===== config.mk =====
export PLATFORM = sky130hd
export DESIGN_NAME = banked_ram_dma_chunker
export DESIGN_NICKNAME = d
export VERILOG_FILES = /design/src/design/brdc_pkg.sv /design/src/design/banked_ram_dma_chunker.sv
export SDC_FILE = /design/constraint.sdc
export NUM_CORES = 1
export LEC_CHECK = 0
export ABC_AREA = 1
export ABC_CLOCK_PERIOD_IN_PS = 10600
export BUFFER_PORTS_ARGS = -buffer_cell sky130_fd_sc_hd__buf_2
export CORE_MARGIN = 8
export CORE_UTILIZATION = 45
export DETAILED_ROUTE_END_ITERATION = 10
export GPL_ROUTABILITY_DRIVEN = 0
export PLACE_DENSITY_LB_ADDON = 0.08
export SETUP_SLACK_MARGIN = 0.1
export SKIP_CTS_REPAIR_TIMING = 1
export SLEW_MARGIN = 20
export SYNTH_ARGS = -nofsm -noshare
export SYNTH_HDL_FRONTEND = slang
export SYNTH_SLANG_ARGS = --single-unit

===== constraint.sdc =====
create_clock -name i_clk -period 10.6 [get_ports i_clk]
set_input_delay 1.06 -clock i_clk [delete_from_list [all_inputs] [get_ports i_clk]]
set_output_delay 1.06 -clock i_clk [all_outputs]
set_load 0.01 [all_outputs]

===== src/design/brdc_pkg.sv =====
`default_nettype none
package brdc_pkg;

    // Number of banks searched per chunk. Banks past the limit registers have limit zero.
    localparam int NUM_BANKS  = 3;
    localparam int BANK_W     = (NUM_BANKS > 1) ? $clog2(NUM_BANKS) : 1;
    localparam int LIMIT_REGS = 3;

    localparam int ADDR_W   = 32;
    localparam int COUNT_W  = 27;
    localparam int STATUS_W = 3;
    localparam int REGVAL_W = 16;
    localparam int IN_DATA_W  = 96;
    localparam int OUT_DATA_W = 192;
    localparam int CFG_IDX_W  = 2;

    localparam logic [ADDR_W-1:0] BUS_BASE     = 32'hB400_0000;
    localparam logic [ADDR_W-1:0] SIZE_REG_OFS = 32'h0002_0000;
    localparam logic [ADDR_W-1:0] WINDOW_OFS   = 32'h0010_0000;
    localparam logic [ADDR_W-1:0] RD_REG_OFS   = 32'h0006_0000;
    localparam logic [ADDR_W-1:0] WR_REG_OFS   = 32'h0007_0000;
    localparam logic [ADDR_W-1:0] LOW_MASK     = 32'h0000_07FC;
    localparam logic [COUNT_W-1:0] MIN_COUNT   = 27'd3;

    localparam logic [ADDR_W-1:0] BANK0_LIMIT_RST = 32'h0200_0000;
    localparam logic [ADDR_W-1:0] BANK1_LIMIT_RST = 32'h0400_0000;
    localparam logic [ADDR_W-1:0] BANK2_LIMIT_RST = 32'h0400_0000;

    // Result status codes.
    localparam logic [STATUS_W-1:0] ST_CHUNK       = 3'd0;
    localparam logic [STATUS_W-1:0] ST_NOTHING     = 3'd1;
    localparam logic [STATUS_W-1:0] ST_NOT_RUNNING = 3'd2;
    localparam logic [STATUS_W-1:0] ST_BAD_ARG     = 3'd3;
    localparam logic [STATUS_W-1:0] ST_MISALIGNED  = 3'd4;
    localparam logic [STATUS_W-1:0] ST_OUT_OF_RANGE = 3'd5;

    // Configuration register indexes.
    localparam logic [CFG_IDX_W-1:0] CFG_RUNNING = 2'd0;
    localparam logic [CFG_IDX_W-1:0] CFG_BANK0   = 2'd1;
    localparam logic [CFG_IDX_W-1:0] CFG_BANK1   = 2'd2;
    localparam logic [CFG_IDX_W-1:0] CFG_BANK2   = 2'd3;

endpackage
`default_nettype wire


===== src/design/banked_ram_dma_chunker.sv =====
// Banked RAM DMA chunker.
// Slave stream: one request per transfer; tdata holds request_addr, host_addr and
// byte_count, tuser holds is_write. Master stream: one result per transfer; tuser
// is the status, tlast marks the final result of a request, tdata holds the chunk.
// Configuration channel: index 0 is running, 1 to 3 are the bank limits; writes
// are always accepted and take effect at once.
// A refused request (not running, missing host address, misaligned, count below 3)
// goes to the status state, which loads its single status result. Otherwise one
// shared 33-bit adder is stepped through bank search (one bank per cycle), length
// clamp, offset and host-address update. The first chunk follows search, clamp and
// emit; each further chunk follows host-address update, search, clamp and emit. An
// address past every limit gives its status result once the last bank is passed.
// A request gives at most four results: up to one chunk per bank and a status.
// The request port is ready only while no request is in progress. A finished
// result sits in the output register; the next request is accepted while it waits.
// A stalled receiver holds the sequencer at the point where it produces a result.
// Reset (synchronous, active low) empties the output, sets running and restores
// the default bank limits.
`default_nettype none
module banked_ram_dma_chunker (
    input  wire logic                                i_clk,
    input  wire logic                                i_rst_n,
    input  wire logic                                i_s_axis_tvalid,
    output logic                                     o_s_axis_tready,
    // [31:0] request_addr, [63:32] host_addr, [90:64] byte_count, [95:91] zero
    input  wire logic [brdc_pkg::IN_DATA_W-1:0]      i_s_axis_tdata,
    // [0] is_write
    input  wire logic                                i_s_axis_tuser,
    output logic                                     o_m_axis_tvalid,
    input  wire logic                                i_m_axis_tready,
    // [1:0] bank, [28:2] chunk_bytes, [60:29] chunk_host_addr, [92:61] size_reg_addr,
    // [108:93] size_reg_value, [140:109] addr_reg_addr, [156:141] addr_reg_value,
    // [188:157] data_window_addr, [191:189] zero
    output logic [brdc_pkg::OUT_DATA_W-1:0]          o_m_axis_tdata,
    // [2:0] status
    output logic [brdc_pkg::STATUS_W-1:0]            o_m_axis_tuser,
    output logic                                     o_m_axis_tlast,
    input  wire logic                                i_cfg_valid,
    output logic                                     o_cfg_ready,
    input  wire logic [brdc_pkg::CFG_IDX_W-1:0]      i_cfg_index,
    input  wire logic [brdc_pkg::ADDR_W-1:0]         i_cfg_data
);

    typedef enum logic [2:0] {
        S_IDLE,
        S_SEARCH,
        S_CLAMP,
        S_EMIT,
        S_ADVANCE,
        S_STATUS
    } t_state;

    localparam int AW = brdc_pkg::ADDR_W;
    localparam int CW = brdc_pkg::COUNT_W;
    localparam int BW = brdc_pkg::BANK_W;
    localparam logic [BW-1:0] LAST_BANK = BW'(brdc_pkg::NUM_BANKS - 1);

    t_state                       r_state;
    logic                         r_running;
    logic [AW-1:0]                r_limit [brdc_pkg::LIMIT_REGS];
    logic [AW-1:0]                r_cur;
    logic [AW-1:0]                r_host;
    logic [AW-1:0]                r_room;
    logic [AW-1:0]                r_prev;
    logic [CW-1:0]                r_rem;
    logic [CW-1:0]                r_size;
    logic                         r_wr;
    logic [BW-1:0]                r_bank;
    logic [brdc_pkg::STATUS_W-1:0] r_status;

    logic                         r_m_valid;
    logic [brdc_pkg::OUT_DATA_W-1:0] r_m_data;
    logic [brdc_pkg::STATUS_W-1:0] r_m_user;
    logic                         r_m_last;

    // Input fields.
    logic [AW-1:0] in_addr;
    logic [AW-1:0] in_host;
    logic [CW-1:0] in_count;
    logic          s_accept;
    logic          out_free;
    logic          out_load;

    assign in_addr  = i_s_axis_tdata[31:0];
    assign in_host  = i_s_axis_tdata[63:32];
    assign in_count = i_s_axis_tdata[90:64];
    assign s_accept = i_s_axis_tvalid && o_s_axis_tready;
    assign out_free = !r_m_valid || i_m_axis_tready;
    assign out_load = ((r_state == S_EMIT) || (r_state == S_STATUS)) && out_free;

    // Limit of the bank under test; banks past the limit registers read as zero.
    logic [BW+1:0] bank_ext;
    logic [AW-1:0] lim_cur;
    assign bank_ext = {2'b00, r_bank};
    always_comb begin
        if (bank_ext < (BW+2)'(brdc_pkg::LIMIT_REGS)) begin
            lim_cur = r_limit[bank_ext[1:0]];
        end else begin
            lim_cur = '0;
        end
    end

    // Shared 33-bit add/subtract unit. For a subtract, bit 32 is set when a >= b.
    logic [AW-1:0] u_a;
    logic [AW-1:0] u_b;
    logic          u_sub;
    logic [AW:0]   u_res;
    always_comb begin
        unique case (r_state)
            S_SEARCH: begin
                u_a = lim_cur;
                u_b = r_cur;
                u_sub = 1'b1;
            end
            S_CLAMP: begin
                u_a = {{(AW-CW){1'b0}}, r_rem};
                u_b = r_room;
                u_sub = 1'b1;
            end
            S_EMIT: begin
                u_a = r_cur;
                u_b = r_prev;
                u_sub = 1'b1;
            end
            S_ADVANCE: begin
                u_a = r_host;
                u_b = {{(AW-CW){1'b0}}, r_size};
                u_sub = 1'b0;
            end
            default: begin
                u_a = '0;
                u_b = '0;
                u_sub = 1'b0;
            end
        endcase
    end
    assign u_res = {1'b0, u_a} + {1'b0, (u_sub ? ~u_b : u_b)} + {{AW{1'b0}}, u_sub};

    logic found;
    assign found = u_res[AW] && (u_res[AW-1:0] != '0);

    // Request checks, in priority order.
    logic [brdc_pkg::STATUS_W-1:0] n_check;
    always_comb begin
        priority if (!r_running) begin
            n_check = brdc_pkg::ST_NOT_RUNNING;
        end else if (in_host == '0) begin
            n_check = brdc_pkg::ST_BAD_ARG;
        end else if ((in_addr[1:0] != 2'b00) || (in_host[1:0] != 2'b00)) begin
            n_check = brdc_pkg::ST_MISALIGNED;
        end else if (in_count < brdc_pkg::MIN_COUNT) begin
            n_check = brdc_pkg::ST_NOTHING;
        end else begin
            n_check = brdc_pkg::ST_CHUNK;
        end
    end

    // Chunk result word; the offset comes from the shared unit in S_EMIT.
    logic [AW-1:0] offset;
    logic [AW-1:0] bank_base;
    logic [brdc_pkg::OUT_DATA_W-1:0] n_chunk;
    assign offset    = u_res[AW-1:0];
    assign bank_base = brdc_pkg::BUS_BASE + (AW'(r_bank) << 21);
    always_comb begin
        n_chunk          = '0;
        n_chunk[1:0]     = 2'(r_bank);
        n_chunk[28:2]    = r_size;
        n_chunk[60:29]   = r_host;
        n_chunk[92:61]   = bank_base + brdc_pkg::SIZE_REG_OFS
                         + ({{(AW-CW){1'b0}}, r_size} & brdc_pkg::LOW_MASK);
        n_chunk[108:93]  = r_size[26:11];
        n_chunk[140:109] = bank_base + (offset & brdc_pkg::LOW_MASK)
                         + (r_wr ? brdc_pkg::WR_REG_OFS : brdc_pkg::RD_REG_OFS);
        n_chunk[156:141] = offset[26:11];
        n_chunk[188:157] = bank_base + brdc_pkg::WINDOW_OFS;
    end

    always_ff @(posedge i_clk) begin
        if (!i_rst_n) begin
            r_state    <= S_IDLE;
            r_running  <= 1'b1;
            r_limit[0] <= brdc_pkg::BANK0_LIMIT_RST;
            r_limit[1] <= brdc_pkg::BANK1_LIMIT_RST;
            r_limit[2] <= brdc_pkg::BANK2_LIMIT_RST;
            r_m_valid  <= 1'b0;
        end else begin
            if (i_cfg_valid) begin
                unique case (i_cfg_index)
                    brdc_pkg::CFG_RUNNING: r_running  <= i_cfg_data[0];
                    brdc_pkg::CFG_BANK0:   r_limit[0] <= i_cfg_data;
                    brdc_pkg::CFG_BANK1:   r_limit[1] <= i_cfg_data;
                    brdc_pkg::CFG_BANK2:   r_limit[2] <= i_cfg_data;
                    default: ;
                endcase
            end

            if (out_load) begin
                r_m_valid <= 1'b1;
            end else if (i_m_axis_tready) begin
                r_m_valid <= 1'b0;
            end

            unique case (r_state)
                S_IDLE: begin
                    if (s_accept) begin
                        r_cur    <= in_addr;
                        r_host   <= in_host;
                        r_rem    <= in_count;
                        r_wr     <= i_s_axis_tuser;
                        r_bank   <= '0;
                        r_prev   <= '0;
                        r_status <= n_check;
                        if (n_check == brdc_pkg::ST_CHUNK) begin
                            r_state <= S_SEARCH;
                        end else begin
                            r_state <= S_STATUS;
                        end
                    end
                end
                S_SEARCH: begin
                    r_room <= u_res[AW-1:0];
                    if (found) begin
                        r_state <= S_CLAMP;
                    end else if (r_bank == LAST_BANK) begin
                        r_status <= brdc_pkg::ST_OUT_OF_RANGE;
                        r_state  <= S_STATUS;
                    end else begin
                        r_prev <= lim_cur;
                        r_bank <= r_bank + 1'b1;
                    end
                end
                S_CLAMP: begin
                    // The chunk stops at the bank limit when the request reaches it.
                    if (u_res[AW]) begin
                        r_size <= r_room[CW-1:0];
                        r_rem  <= u_res[CW-1:0];
                    end else begin
                        r_size <= r_rem;
                        r_rem  <= '0;
                    end
                    r_state <= S_EMIT;
                end
                S_EMIT: begin
                    if (out_free) begin
                        r_m_data  <= n_chunk;
                        r_m_user  <= brdc_pkg::ST_CHUNK;
                        r_m_last  <= (r_rem == '0);
                        if (r_rem == '0) begin
                            r_state <= S_IDLE;
                        end else begin
                            r_state <= S_ADVANCE;
                        end
                    end
                end
                S_ADVANCE: begin
                    // The chunk ended on this bank's limit; lower banks cannot match.
                    r_host <= u_res[AW-1:0];
                    r_cur  <= lim_cur;
                    r_prev <= lim_cur;
                    if (r_bank == LAST_BANK) begin
                        r_status <= brdc_pkg::ST_OUT_OF_RANGE;
                        r_state  <= S_STATUS;
                    end else begin
                        r_bank  <= r_bank + 1'b1;
                        r_state <= S_SEARCH;
                    end
                end
                S_STATUS: begin
                    if (out_free) begin
                        r_m_data  <= '0;
                        r_m_user  <= r_status;
                        r_m_last  <= 1'b1;
                        r_state   <= S_IDLE;
                    end
                end
                default: r_state <= S_IDLE;
            endcase
        end
    end

    assign o_s_axis_tready = (r_state == S_IDLE);
    assign o_cfg_ready     = 1'b1;
    assign o_m_axis_tvalid = r_m_valid;
    assign o_m_axis_tdata  = r_m_data;
    assign o_m_axis_tuser  = r_m_user;
    assign o_m_axis_tlast  = r_m_last;

    a_status_is_last: assert property (@(posedge i_clk) disable iff (!i_rst_n)
        (r_m_valid && (r_m_user != brdc_pkg::ST_CHUNK)) |-> r_m_last)
        else $error("status result without last");

    a_status_zero_data: assert property (@(posedge i_clk) disable iff (!i_rst_n)
        (r_m_valid && (r_m_user != brdc_pkg::ST_CHUNK)) |-> (r_m_data == '0))
        else $error("status result carries chunk data");

    a_chunk_nonempty: assert property (@(posedge i_clk) disable iff (!i_rst_n)
        (r_m_valid && (r_m_user == brdc_pkg::ST_CHUNK)) |-> (r_m_data[28:2] != '0))
        else $error("empty chunk emitted");

    a_busy_after_accept: assert property (@(posedge i_clk) disable iff (!i_rst_n)
        s_accept |=> !o_s_axis_tready)
        else $error("request port ready while a request is in progress");

endmodule
`default_nettype wire


==> summary.md, run 1 <==
| Metric | Value |
|---|---|
| Outcome | `complete, no violations` |
| Vias per Instance | `5.28` |
| Antenna violations before repair | `3` |
| Routed WL | `59.7 mm` |
| Synth top area cells | `edfxtp_1, nand2_1, inv_1, buf_4, nor2_1` |
| DP Wirelength | `42.7 mm` |
| RSZ-0062 raised after global routing | `false` |
| Fin. max-slew vios | `0` |
| Count leader, synth | `nand2_1` |
| #FFs+latches synth | `383` |
| CP Capture Type | `register` |
| Die Area | `51100 um2` |
| Arrival @ worst endpoint | `6550 ps` |
| Highest clock rate | `0.157 GHz` |
| Overflow after GRT | `0` |
| CTS max path bufs | `3` |
| Buffers added on ports | `270` |
| Mapped Area | `19900 um2` |
| First-pass GRT wire length | `89.1 mm` |
| Wirelength per Cell | `20.8 um` |
| Reg clk slew, reported paths | `60 ps` |
| Net count, final | `2418` |
| Setup violators final | `0` |
| Yosys top cell area share | `0.569` |
| H-tree depth | `2` |
| Number of flops mapped to enable cells by yosys | `376` |
| CTS Sinks | `383` |
| Tot GR Track Use | `0.229` |
| Setup WS pre-CTS | `4230 ps` |
| CTS tree | `built` |
| Worst setup margin | `4230 ps` |
| Endpoints failing hold | `0` |
| Cell total after placement | `2795` |
| Ports | `335` |
| Max Cap Viol | `0` |
| Worst vdd ir | `0.000139 V` |
| Yosys warnings | `0` |
| Largest net degree at the start of global routing | `78` |
| Top post-synthesis cells by count | `nand2_1, edfxtp_1, inv_1` |
| Worst-skew pair later-pin latency | `570 ps` |
| Final period util | `0.601` |
| Worst-path maximum fanout | `40` |
| Cts bufs inserted | `42` |
| Fin crit period | `6370 ps` |
| Worst slew pin tran | `1050 ps` |
| Post-synth top area cell | `edfxtp_1` |
| Post-route ant nets | `0` |
| Startpoint Class | `register` |
| Share of layout cells above drive strength 1 | `0.186` |
| Syn Area/Cell | `9.71 um2` |
| Die W | `226 um` |
| Core ar. | `43800 um2` |
| DRC violations left | `0` |
| Prevailing post-synth register cell | `edfxtp_1` |
| Rows | `77` |
| Initial cell density of the core | `0.453` |
| Vias in the first global route | `15000` |
| Slew HR | `0.299` |
| Clock Skew | `17.5 ps` |
| Fraction of the yosys area taken by sequential cells | `0.576` |
| Leak | `9.56 nW` |
| Hold crit path type | `reg2reg` |
| Pwr Density | `288 nW/um2` |
| Vias | `15200` |
| Post-route insts no fill | `2873` |
| Initial DRC count | `1284` |
| Setup CP Type | `reg2reg` |
| Die height | `226 um` |
| Worst Path Required | `10770 ps` |
| Root buffer cell | `clkbuf_16` |
| Setup TNS | `0 ps` |
| Synth cell types | `55` |
| Ys async rst share | `0` |
| Pre-antenna DRT Iters | `6` |
| Area growth, synth to finish | `13.5%` |
| Post-synthesis cell count | `2044` |
| Hold Slack | `521 ps` |
-- path summary, 6_finish.rpt --
| check | endpoint | slack, ps | cells past startpoint | startpoint |
|---|---|---|---|---|
| min reg2reg | r_running$_SDFFE_PN1P_ | 520 | 2 | r_running$_SDFFE_PN1P_ |
| max reg2reg | r_prev[8]$_SDFFCE_PN0P_ | 4230 | 22 | r_state[1]$_SDFFE_PN0P_ |
| min | r_running$_SDFFE_PN1P_ | 520 | 2 | r_running$_SDFFE_PN1P_ |
| max | r_prev[8]$_SDFFCE_PN0P_ | 4230 | 22 | r_state[1]$_SDFFE_PN0P_ |
-- worst max-delay path, stage by stage, from the launching register on --
cell and delay, ps:
dfxtp_1 520, inv_2 60, nand2_1 140, nor2_4 130, buf_4 290, inv_2 730, o2111ai_1 390, fa_1 560
nand2_1 110, nand2_1 70, nand3_1 80, nand2_1 170, a21oi_1 240, xor2_1 490, nand2_1 120, nor2_1 290
nand4_1 150, nor2_1 130, nand3_1 80, nor2_1 90, nand2_1 100, nand3_2 100, o211a_2 900
-- layout by cell type, fill, tap and decap left out, types with 34 or more instances in the layout --
cell       synthesis  final
nand2_1          493    491
edfxtp_1         376    376
buf_2              3    270
inv_1            260    256
nor2_1           205    200
o21ai_0          118    117
conb_1             2     59
clkbuf_16          0     43
a21oi_1           40     40
ha_1              34     34
-- registers in the layout, summed over array words and instances, names as in the netlist, 27 cells and up, named ones only --
register and count:
r_cur 32, r_size 27, o_m_axis_tdata 88, r_prev 32, r_rem 27, r_host 32
r_room 32, r_limit 96
-- routing by layer --
| metal | GRT usage | share of wire |
|---|---|---|
| met1 | 0.300 | 0.42 |
| met2 | 0.382 | 0.48 |
| met3 | 0.0395 | 0.067 |
| met4 | 0.0769 | 0.032 |
| met5 | 0 | 0 |
-- logic make-up after synthesis --
group / count (synthesis) / share of synthesized area
flip-flops: 383 / 0.576
AO/OA/AOI/OAI: 316 / 0.109
multiplexers: 10 / 0.00567
XOR/XNOR: 9 / 0.00397
buffers and inverters: 455 / 0.106
adder cells (fa/ha/maj): 35 / 0.0224
AND/OR/NAND/NOR: 834 / 0.176
other: 2 / 0.000378
-- metrics by stage --
step                utilization  power (W)  area [um2]
floorplan                     -    0.00416       20100
global placement          0.485    0.00511       21300
detailed placement        0.485    0.00514       21300
CTS                       0.514    0.00652       22500
global route              0.514    0.00689       22500
finish                    0.514    0.00649       22500
-- area by class of cell --
type	count	area [um2]
flip-flops and latches	383	11400
repair buffers	290	1500
inverters	267	1000
diodes	3	7.51
clock inverters	23	136
fillers	4147	21300
clock buffers	52	1110
multi-input cells	1263	6590
well taps	592	741
-- report_power, final --
part	switching [W]	internal, W	total (W)
clock network	0.000603	0.000766	0.00137
logic	0.00201	0.000797	0.00281
registers	0.000128	0.00218	0.00231
total	0.00274	0.00375	0.00649
Power figures use the tool's default switching activity.
==> run 2: changes to the inputs <==
ABC_CLOCK_PERIOD_IN_PS = 5430   (was 10600)
clock period = 5.43 ns   (was 10.6 ns; I/O delays follow)
==> summary.md, run 2 (synthesized netlist as in run 1, its figures left out) <==
| Metric | Value |
|---|---|
| Outcome | `complete, no violations` |
| Cts bufs inserted | `42` |
| Antenna violations before repair | `0` |
| CTS max path bufs | `3` |
| First-pass GRT wire length | `89.1 mm` |
| Worst-path maximum fanout | `32` |
| Die Area | `51100 um2` |
| Largest register FFs | `96` |
| Tot GR Track Use | `0.228` |
| CTS Sinks | `383` |
| Number of antenna diodes | `0` |
| Initial DRC count | `1333` |
| Area growth, synth to finish | `14.7%` |
| Worst hold stages | `1` |
| Ports | `335` |
| Hold Slack | `185 ps` |
| Highest clock rate | `0.208 GHz` |
| Setup TNS | `0 ps` |
| Largest net degree at the start of global routing | `71` |
| Initial cell density of the core | `0.453` |
| Largest Register | `r_limit` |
| Most common cell after layout, fill and taps aside | `nand2_1` |
| Worst slew pin tran | `1100 ps` |
| Net count, final | `2437` |
| Worst Hold Launch | `i_s_axis_tuser` |
| DRC violations left | `0` |
| Leak | `9.70 nW` |
| Die height | `226 um` |
| Rows | `77` |
| Arrival @ worst endpoint | `5050 ps` |
| Fillers | `4089` |
| Worst-skew pair later-pin latency | `570 ps` |
| Routed WL | `59.7 mm` |
| Overall Power | `0.0129 W` |
| Buffers added on ports | `270` |
| Setup CP Type | `reg2reg` |
| Most frequent cells in the layout | `nand2_1, edfxtp_1, buf_2` |
| Endpoints failing hold | `0` |
| RSZ-0062 raised after global routing | `false` |
| Worst Path Required | `5670 ps` |
| Reg2reg setup slack | `620 ps` |
| Clock Skew | `25.9 ps` |
| Startpoint Class | `register` |
| Die W | `226 um` |
| Hold crit path type | `in2reg` |
| Slew HR | `0.258` |
| Overflow after GRT | `0` |
| CP Capture Type | `register` |
| Final period util | `0.887` |
| Worst setup margin | `616 ps` |
| Core ar. | `43800 um2` |
| Pwr Density | `568 nW/um2` |
| Reg-to-reg startpoint | `r_bank[0]$_DFFE_PN_` |
| Worst R2R End | `r_prev[9]$_SDFFCE_PN0P_` |
| Vias in the first global route | `15100` |
| Post-route insts no fill | `2890` |
| Fin crit period | `4810 ps` |
| Max Cap Viol | `0` |
| Worst vdd ir | `0.000264 V` |
| Setup WS pre-CTS | `617 ps` |
| Reg clk slew, reported paths | `60 ps` |
| Wirelength per Cell | `20.6 um` |
| Fin. max-slew vios | `0` |
| CTS tree | `built` |
| Worst R2R Path Depth | `20` |
| Hold EP | `r_wr$_DFFE_PP_` |
| Cell total after placement | `2814` |
| Vias per Instance | `5.25` |
| H-tree depth | `2` |
| DP Wirelength | `43.1 mm` |
| Root buffer cell | `clkbuf_16` |
| Vias | `15200` |
| Share of layout cells above drive strength 1 | `0.192` |
| Post-route ant nets | `0` |
| Setup violators final | `0` |
| Pre-antenna DRT Iters | `5` |
-- run 2: per-layer routing --
metal | GRT usage | up-vias | routed length, um
li1 | - | 7252 | -
met5 | 0 | - | 0
met3 | 0.0329 | 81 | 3540
met1 | 0.293 | 7323 | 25000
met4 | 0.0677 | 0 | 1620
met2 | 0.396 | 509 | 29500
-- run 2: worst max path at each step --
stage / start / endpoint / slack (ps) / cells past startpoint
5_1_grt: r_bank[1]$_DFFE_PN_ / r_prev[9]$_SDFFCE_PN0P_ / 300 / 21
6_report: r_bank[0]$_DFFE_PN_ / r_prev[9]$_SDFFCE_PN0P_ / 620 / 20
2_1_floorplan: r_state[2]$_SDFFE_PN0P_ / o_m_axis_tdata[100]$_SDFFCE_PN0P_ / 350 / 4
4_1_cts: r_bank[1]$_DFFE_PN_ / r_prev[9]$_SDFFCE_PN0P_ / 590 / 21
3_5_place_dp: r_bank[1]$_DFFE_PN_ / r_prev[10]$_SDFFCE_PN0P_ / 620 / 21
3_3_place_gp: r_bank[1]$_DFFE_PN_ / r_prev[10]$_SDFFCE_PN0P_ / 650 / 21
-- run 2: stage by stage --
stage,utilization,instance area [um2]
after global routing,0.519,22800
after floorplan,-,20100
after CTS,0.519,22800
after global placement,0.489,21400
final,0.519,22800
after detailed placement,0.489,21400
-- run 2: cell type report --
cell class                 count  area (um2)  share of cell area
clock buffer                  56        1180              0.0517
clock inverter                20         145             0.00637
inverter                     267        1000              0.0441
multi-input combinational   1263        6590               0.290
sequential                   383       11400               0.502
tap                          592         741              0.0325
timing repair buffer         309        1680              0.0738
-- run 2: where the power goes --
group / total [W] / switching, W / leakage (nW) / internal (W)
sequential: 0.00452 / 0.000254 / 3.60 / 0.00426
clock: 0.00278 / 0.00117 / 0.646 / 0.00162
combinational: 0.00564 / 0.00393 / 5.45 / 0.00170
total: 0.0129 / 0.00535 / 9.70 / 0.00758
-- run 2: worst max-delay path, stage by stage (launching register included) --
cell and delay (ps):
edfxtp_1 440, ha_1 430, buf_4 290, a311o_1 450, o2111ai_1 290, ha_1 340, a21oi_1 240, nor2_1 60
nor2_1 130, a21boi_0 220, nand3_1 150, or2_2 300, nand2_1 100, nand4_1 120, nor2_1 110, nand3_1 70
nor2_1 80, nand2_1 100, nand3_2 100, o211a_1 200, buf_12 250
